<file path="config.mk">
export PLATFORM = sky130hd
export DESIGN_NAME = lcc_div
export DESIGN_NICKNAME = d
export VERILOG_FILES = /design/src/hw/rtl/assert_macros.svh /design/src/hw/rtl/lcc_pkg.sv /design/src/hw/rtl/lcc_div.sv
export SDC_FILE = /design/constraint.sdc
export NUM_CORES = 1
export LEC_CHECK = 0
export BUFFER_PORTS_ARGS = -buffer_cell sky130_fd_sc_hd__buf_4
export CORE_MARGIN = 4
export CORE_UTILIZATION = 40
export CTS_BUF_LIST = sky130_fd_sc_hd__clkbuf_4
export DETAILED_ROUTE_END_ITERATION = 6
export PLACE_DENSITY_LB_ADDON = 0.12
export RECOVER_POWER = 50
export SLEW_MARGIN = 20
export SYNTH_ARGS = -nofsm -noshare
export SYNTH_HDL_FRONTEND = slang
export SYNTH_SLANG_ARGS = --single-unit
</file>
<file path="constraint.sdc">
create_clock -name clk -period 2.85 [get_ports clk]
set_clock_uncertainty 0.2 [all_clocks]
set_input_delay 0.1425 -clock clk [delete_from_list [all_inputs] [get_ports clk]]
set_output_delay 0.1425 -clock clk [all_outputs]
set_load 0.02 [all_outputs]
</file>
<file path="src/hw/rtl/assert_macros.svh">
// Assertion macros used by the RTL of the clustering coefficient block.
`ifndef ASSERT_MACROS_SVH
`define ASSERT_MACROS_SVH
`ifndef SYNTH
`define LCC_ASSERT(lbl, clk, rst_n, prop) \
	lbl: assert property (@(posedge clk) disable iff (!rst_n) prop) \
		else $error("assertion failed");
`define LCC_ASSERT_NEVER(lbl, clk, rst_n, cond) \
	lbl: assert property (@(posedge clk) disable iff (!rst_n) !(cond)) \
		else $error("forbidden condition seen");
`else
`define LCC_ASSERT(lbl, clk, rst_n, prop)
`define LCC_ASSERT_NEVER(lbl, clk, rst_n, cond)
`endif
`endif

</file>
<file path="src/hw/rtl/lcc_pkg.sv">
// Package with types, constants and helper functions of the clustering coefficient block.
`default_nettype none
package lcc_pkg;
	localparam int NODES = 64;
	localparam int IDX_W = $clog2(NODES);
	localparam int CNT_W = $clog2(NODES + 1);
	localparam int TRI_W = 11;
	localparam int COEF_W = 17;
	localparam int FRAC_W = 16;
	localparam int NUM_W = TRI_W + FRAC_W + 1;
	localparam int DEN_W = 12;
	localparam logic [COEF_W-1:0] ONE_FIX = COEF_W'(1 << FRAC_W);

	typedef enum logic [1:0] {
		ACT_ADD = 2'd0,
		ACT_COMPUTE = 2'd1,
		ACT_CLEAR = 2'd2,
		ACT_NONE = 2'd3
	} action_t;

	typedef struct packed {
		logic start;
		logic [NUM_W-1:0] num;
		logic [DEN_W-1:0] den;
	} div_req_t;

	typedef struct packed {
		logic done;
		logic [NUM_W-1:0] quot;
	} div_rsp_t;

	function automatic logic [CNT_W-1:0] popcount(input logic [NODES-1:0] x);
		logic [CNT_W-1:0] c;
		c = '0;
		for (int i = 0; i < NODES; i++) c = c + CNT_W'(x[i]);
		return c;
	endfunction

	function automatic logic [IDX_W-1:0] lowest_bit(input logic [NODES-1:0] x);
		logic [IDX_W-1:0] r;
		r = '0;
		for (int i = NODES - 1; i >= 0; i--) if (x[i]) r = IDX_W'(i);
		return r;
	endfunction
endpackage
`default_nettype wire

</file>
<file path="src/hw/rtl/lcc_div.sv">
// Restoring divider, one quotient bit per cycle.
`default_nettype none
module lcc_div import lcc_pkg::*; (
	input wire logic clk,
	input wire logic arst_n,
	input wire div_req_t req,
	output div_rsp_t rsp
);
	localparam int STEP_W = $clog2(NUM_W);

	logic busy_q;
	logic [STEP_W-1:0] step_q;
	logic [NUM_W-1:0] num_q;
	logic [NUM_W-1:0] quot_q;
	logic [DEN_W-1:0] den_q;
	logic [DEN_W:0] rem_q;
	logic [DEN_W:0] rem_sh;
	logic fits;
	logic done_q;

	assign rem_sh = {rem_q[DEN_W-1:0], num_q[NUM_W-1]};
	assign fits = rem_sh >= {1'b0, den_q};

	always_ff @(posedge clk or negedge arst_n) begin
		if (!arst_n) begin
			busy_q <= 1'b0;
			done_q <= 1'b0;
			step_q <= '0;
		end else begin
			done_q <= 1'b0;
			if (req.start) begin
				busy_q <= 1'b1;
				step_q <= STEP_W'(NUM_W - 1);
			end else if (busy_q) begin
				step_q <= step_q - 1'b1;
				if (step_q == '0) begin
					busy_q <= 1'b0;
					done_q <= 1'b1;
				end
			end
		end
	end

	always_ff @(posedge clk) begin
		if (req.start) begin
			num_q <= req.num;
			den_q <= req.den;
			rem_q <= '0;
			quot_q <= '0;
		end else if (busy_q) begin
			num_q <= {num_q[NUM_W-2:0], 1'b0};
			rem_q <= fits ? rem_sh - {1'b0, den_q} : rem_sh;
			quot_q <= {quot_q[NUM_W-2:0], fits};
		end
	end

	assign rsp.done = done_q;
	assign rsp.quot = quot_q;
endmodule
`default_nettype wire

</file>
# Yosys cells after proc, flatten, opt, wreduce, memory -nomap -nowiden
# Index checks and enable logic that the tools add are counted.
totals:
  ff_bits: 87
  in_bits: 43
  out_inout_bits: 29
  word_cells: 23
classes:
  n_addsub: 2
  n_lt_le_gt_ge: 1
  muxes: 11
  reduce_logical: 2
op_table:
  columns: ["cell", "n"]
  rows:
  - ["28-bit two-way mux", 2]
  - ["13-bit by 12-bit >= comparator with 1-bit output", 1]
  - ["12-bit two-way mux", 1]
  - ["12-bit subtractor", 1]
  - ["5-bit two-way mux", 2]
  - ["1-bit two-way mux", 6]
  - ["5-bit logical NOT", 1]
  - ["5-bit by 1-bit subtractor with 5-bit output (second input constant)", 1]
  - ["2-bit nonzero test", 1]

# Logic depth before layout (Yosys ltp)
depth:
  ltp_word: 4
  depth_mapped: 10
  depth_no_buf: 9

# Least setup slack after synthesis
# Ideal clock, no wire load.
synth_timing:
  path_kind: "register to register"
  start: "register den_q[10]"
  end: "register rem_q[0]"
  setup_time_ps: 79
  t_arrival_ps: 2141
  t_required_ps: 2571
  setup_slack_ps: 430
  path_stages_with_launch: 9
  n_path_buf: 1
  cell_sequence: "edfxtp_1 inv_1 ha_1 buf_6 a21o_1 a2111oi_4 o221a_4 mux2_4 a211oi_2"
synth_via:
  elab_chain_len: 2
synth_rtl:
  columns: ["element", "line_no", "source"]
  rows:
  - ["from (decl)", "lcc_div.sv:15", "logic [DEN_W-1:0] den_q;"]
  - ["from (signal assigned)", "lcc_div.sv:47", "den_q <= req.den;"]
  - ["13-bit by 12-bit >= comparator with 1-bit output", "lcc_div.sv:22", "assign fits = rem_sh >= {1'b0, den_q};"]
  - ["12-bit two-way mux", "lcc_div.sv:52", "rem_q <= fits ? rem_sh - {1'b0, den_q} : rem_sh;"]
  - ["to (signal assigned)", "lcc_div.sv:52", null]
  - ["to (decl)", "lcc_div.sv:16", "logic [DEN_W:0] rem_q;"]
# No other way between the ends.
# A chain may end at the register's enable or synchronous reset.

# Worst setup path in the final report
# Ends and elaborated chain as after synthesis.

==> metrics.txt <==
PD cells=637 nW/um^2; WP buf/inv=1; slowest CP cell=a2111oi_4; H-tree level count=3; CTS Buf Count=9; final WL=8.03 mm; clock latency on the worst-skew pair=0.43 ns; DRC=0; status=finished with violations; Cell Area, Synth=4110 sq um; synth top area cells=edfxtp_1 29%, dfxtp_1 19%, mux2_1 7.4%, mux2i_1 7.3%, dfrtp_1 4.3%; layer with the highest usage=met2; dpl ws=0.273 ns; Fin Setup TNS=0 ns; Top FF cell, synth=edfxtp_1; antenna diode count=0; die area=12000 sq um; RSZ-0062 raised after global routing=false; fin nets=515; Worst-path clk slew=0.17 ns; CORE AREA=9910 sq um; # IOs=72; FP Rows=36; GR Util met2=0.229; die width=109 microns; failing checks=capacitance limit, slew limit; Die H=109 microns; deepest clock path buffer count=2; Detail Route Antenna Nets=0; share of layout cells above drive strength 1=0.184; DR iter-0 viols=50; crit path cell chain=inv_1 > ha_1 > a21o_1 > a2111oi_4 > o221a_4 > mux2_4 > a211oi_2; wire length per cell=13.5 microns; Max Cap Viol=1; GRT Util Overall=0.141; final worst slack=0.199 ns; required time of the critical path=2.99 ns; CTS Root Cell=clkbuf_4; number of synthesized register bits=87; post-synth top area share=0.292; Final Slew Violations=29; Worst Path Arrival=2.79 ns; GR Util met3=0.0346; Fmax=377 MHz; Crit. End Element=flip-flop; cells after synthesis=343; area delta synth->final=27.0%; Fin. Hold Viols=0; slew margin rel.=-0.0473; syn nets=401; via count=2854; largest area contributor in the netlist=edfxtp_1; Final min period=2.65 ns; I/O Buffers=71; WS Path Type=reg -> reg; delay-heaviest family, CP=compound AO/OA/AOI/OAI gates; Final Wtd Congestion=0.815; worst stage delay on the critical path=0.45 ns; total grt overflow=0; maximum VDD drop=0.000286 V; Worst-Margin Slew=1.57 ns; Leak=2.31 nW; number of synthesized flops with an enable pin=40; Syn Area/Cell=12.0 sq um; sequential fraction of the synthesis area=0.529; Ys Warns=0; Critical Path Fanout Max=8; Worst Setup Start Kind=flip-flop; Initial Utilization=0.415; fraction of registers with async set/reset=0.0805; first-pass GRT wire length=13.4 mm; final setup violation count=0; number of global-route vias before repair=2830; CTS tree=yes; clock sinks=87; via/cell ratio=4.80; Pre-antenna DRT Iters=4; post-DP HPWL=5.49 mm; fin crit share=0.930; antenna violations before repair=0; GR Util met1=0.188; largest net degree at the start of global routing=29; worst hold path class=in -> reg; synth unique cells=50
-- state kept, by name (all words and copies together) (netlist names) --
register  count
num_q        28
done_q        1
den_q        12
busy_q        1
quot_q       28
step_q        5
rem_q        12
-- synth_stat cells, types with 3 or more instances --
cell type  number
a31oi_1         4
nand3_1         4
a21oi_1         5
a21o_1          6
o21ai_0         4
mux2i_1        30
nand2b_1        7
nor3_1          3
a311oi_2        9
nor2_1         42
buf_1           7
xor2_1          5
nand3b_1        3
mux2_1         27
dfrtp_1         7
dfxtp_1        40
ha_1           14
nand2_1        23
clkbuf_1        7
edfxtp_1       40
inv_1          16
xnor2_1         5
-- repair_timing --
action,CTS,global route
setup buffers,0,0
hold buffers,43,0
gates resized for setup,0,0
hold endpoints to repair,58,0
-- stage by stage --
step / std cells / utilization / hold slack, ns / cell area, sq um / total power [W]
2_1_floorplan: 343 / - / -0.353 / 4110 / 0.00239
3_3_place_gp: 536 / 0.482 / -0.237 / 4780 / 0.00263
3_5_place_dp: 536 / 0.482 / -0.237 / 4780 / 0.00265
4_1_cts: 595 / 0.539 / 0.183 / 5340 / 0.00337
5_1_grt: 595 / 0.527 / 0.197 / 5220 / 0.00356
6_report: 595 / 0.527 / 0.228 / 5220 / 0.00332
-- metal layers --
metal  part of all wire  vias up
met5                  0        -
met4             0.0095        0
met3              0.044        6
met2               0.46       53
met1               0.49     1343
li1                   -     1452
-- cell type report --
class,count,area [sq um]
multi-input combinational,221,1780
tap,133,166
clock inverter,7,60.1
timing repair buffer,122,906
sequential,87,2180
clock buffer,9,67.6
fill,932,4690
inverter,16,60.1
-- layout by cell type (no fill, tap or decap), types with 14 or more instances in the layout --
cell	instances
edfxtp_1	40
nand2_1	23
inv_1	16
clkbuf_4	22
dfxtp_1	40
mux2i_1	30
nor2_1	42
ha_1	14
mux2_1	27
dlygate4sd3_1	43
buf_4	34
clkbuf_1	30
-- worst register-to-register path, delay by kind of cell (launching register included) --
| family | cells | cell delay (ns) |
|---|---|---|
| flops | 1 | 0.36 |
| compound gates | 4 | 1.23 |
| mux | 1 | 0.32 |
| buf+inv | 1 | 0.04 |
| fa+ha+maj | 1 | 0.41 |
-- report_power, final --
| group | internal [W] | switching (W) | total (W) |
|---|---|---|---|
| Combinational | 0.000515 | 0.000578 | 0.00109 |
| Clock | 0.000198 | 0.000474 | 0.000672 |
| Sequential | 0.00145 | 0.000105 | 0.00156 |
| Total | 0.00217 | 0.00116 | 0.00332 |
-- cells by family (layout without fill, tap and decap cells) --
family | count (synthesis) | after routing | share of synthesized area
and+or+nand+nor | 100 | 100 | 0.124
DFF | 87 | 87 | 0.529
muxes | 58 | 58 | 0.151
AOI/OAI and AO/OA | 38 | 38 | 0.0904
buffers and inverters | 35 | 154 | 0.0371
adders and majority gates | 15 | 15 | 0.0475
xor gates and xnor gates | 10 | 10 | 0.0213
-- final timing paths --
check	slack (ns)	depth (start not counted)	from	to
worst max-delay path	0.20	7	den_q[10]	rem_q[0]
worst min-delay path	0.23	2	req[6]	den_q[6]
worst max register to register	0.20	7	den_q[10]	rem_q[0]
worst min register to register	0.32	2	quot_q[27]	quot_q[27]
max in group asynchronous	1.69	3	arst_n	busy_q
min in group asynchronous	0.48	3	arst_n	step_q[3]
Note: power is estimated with default switching activity, not from simulation.
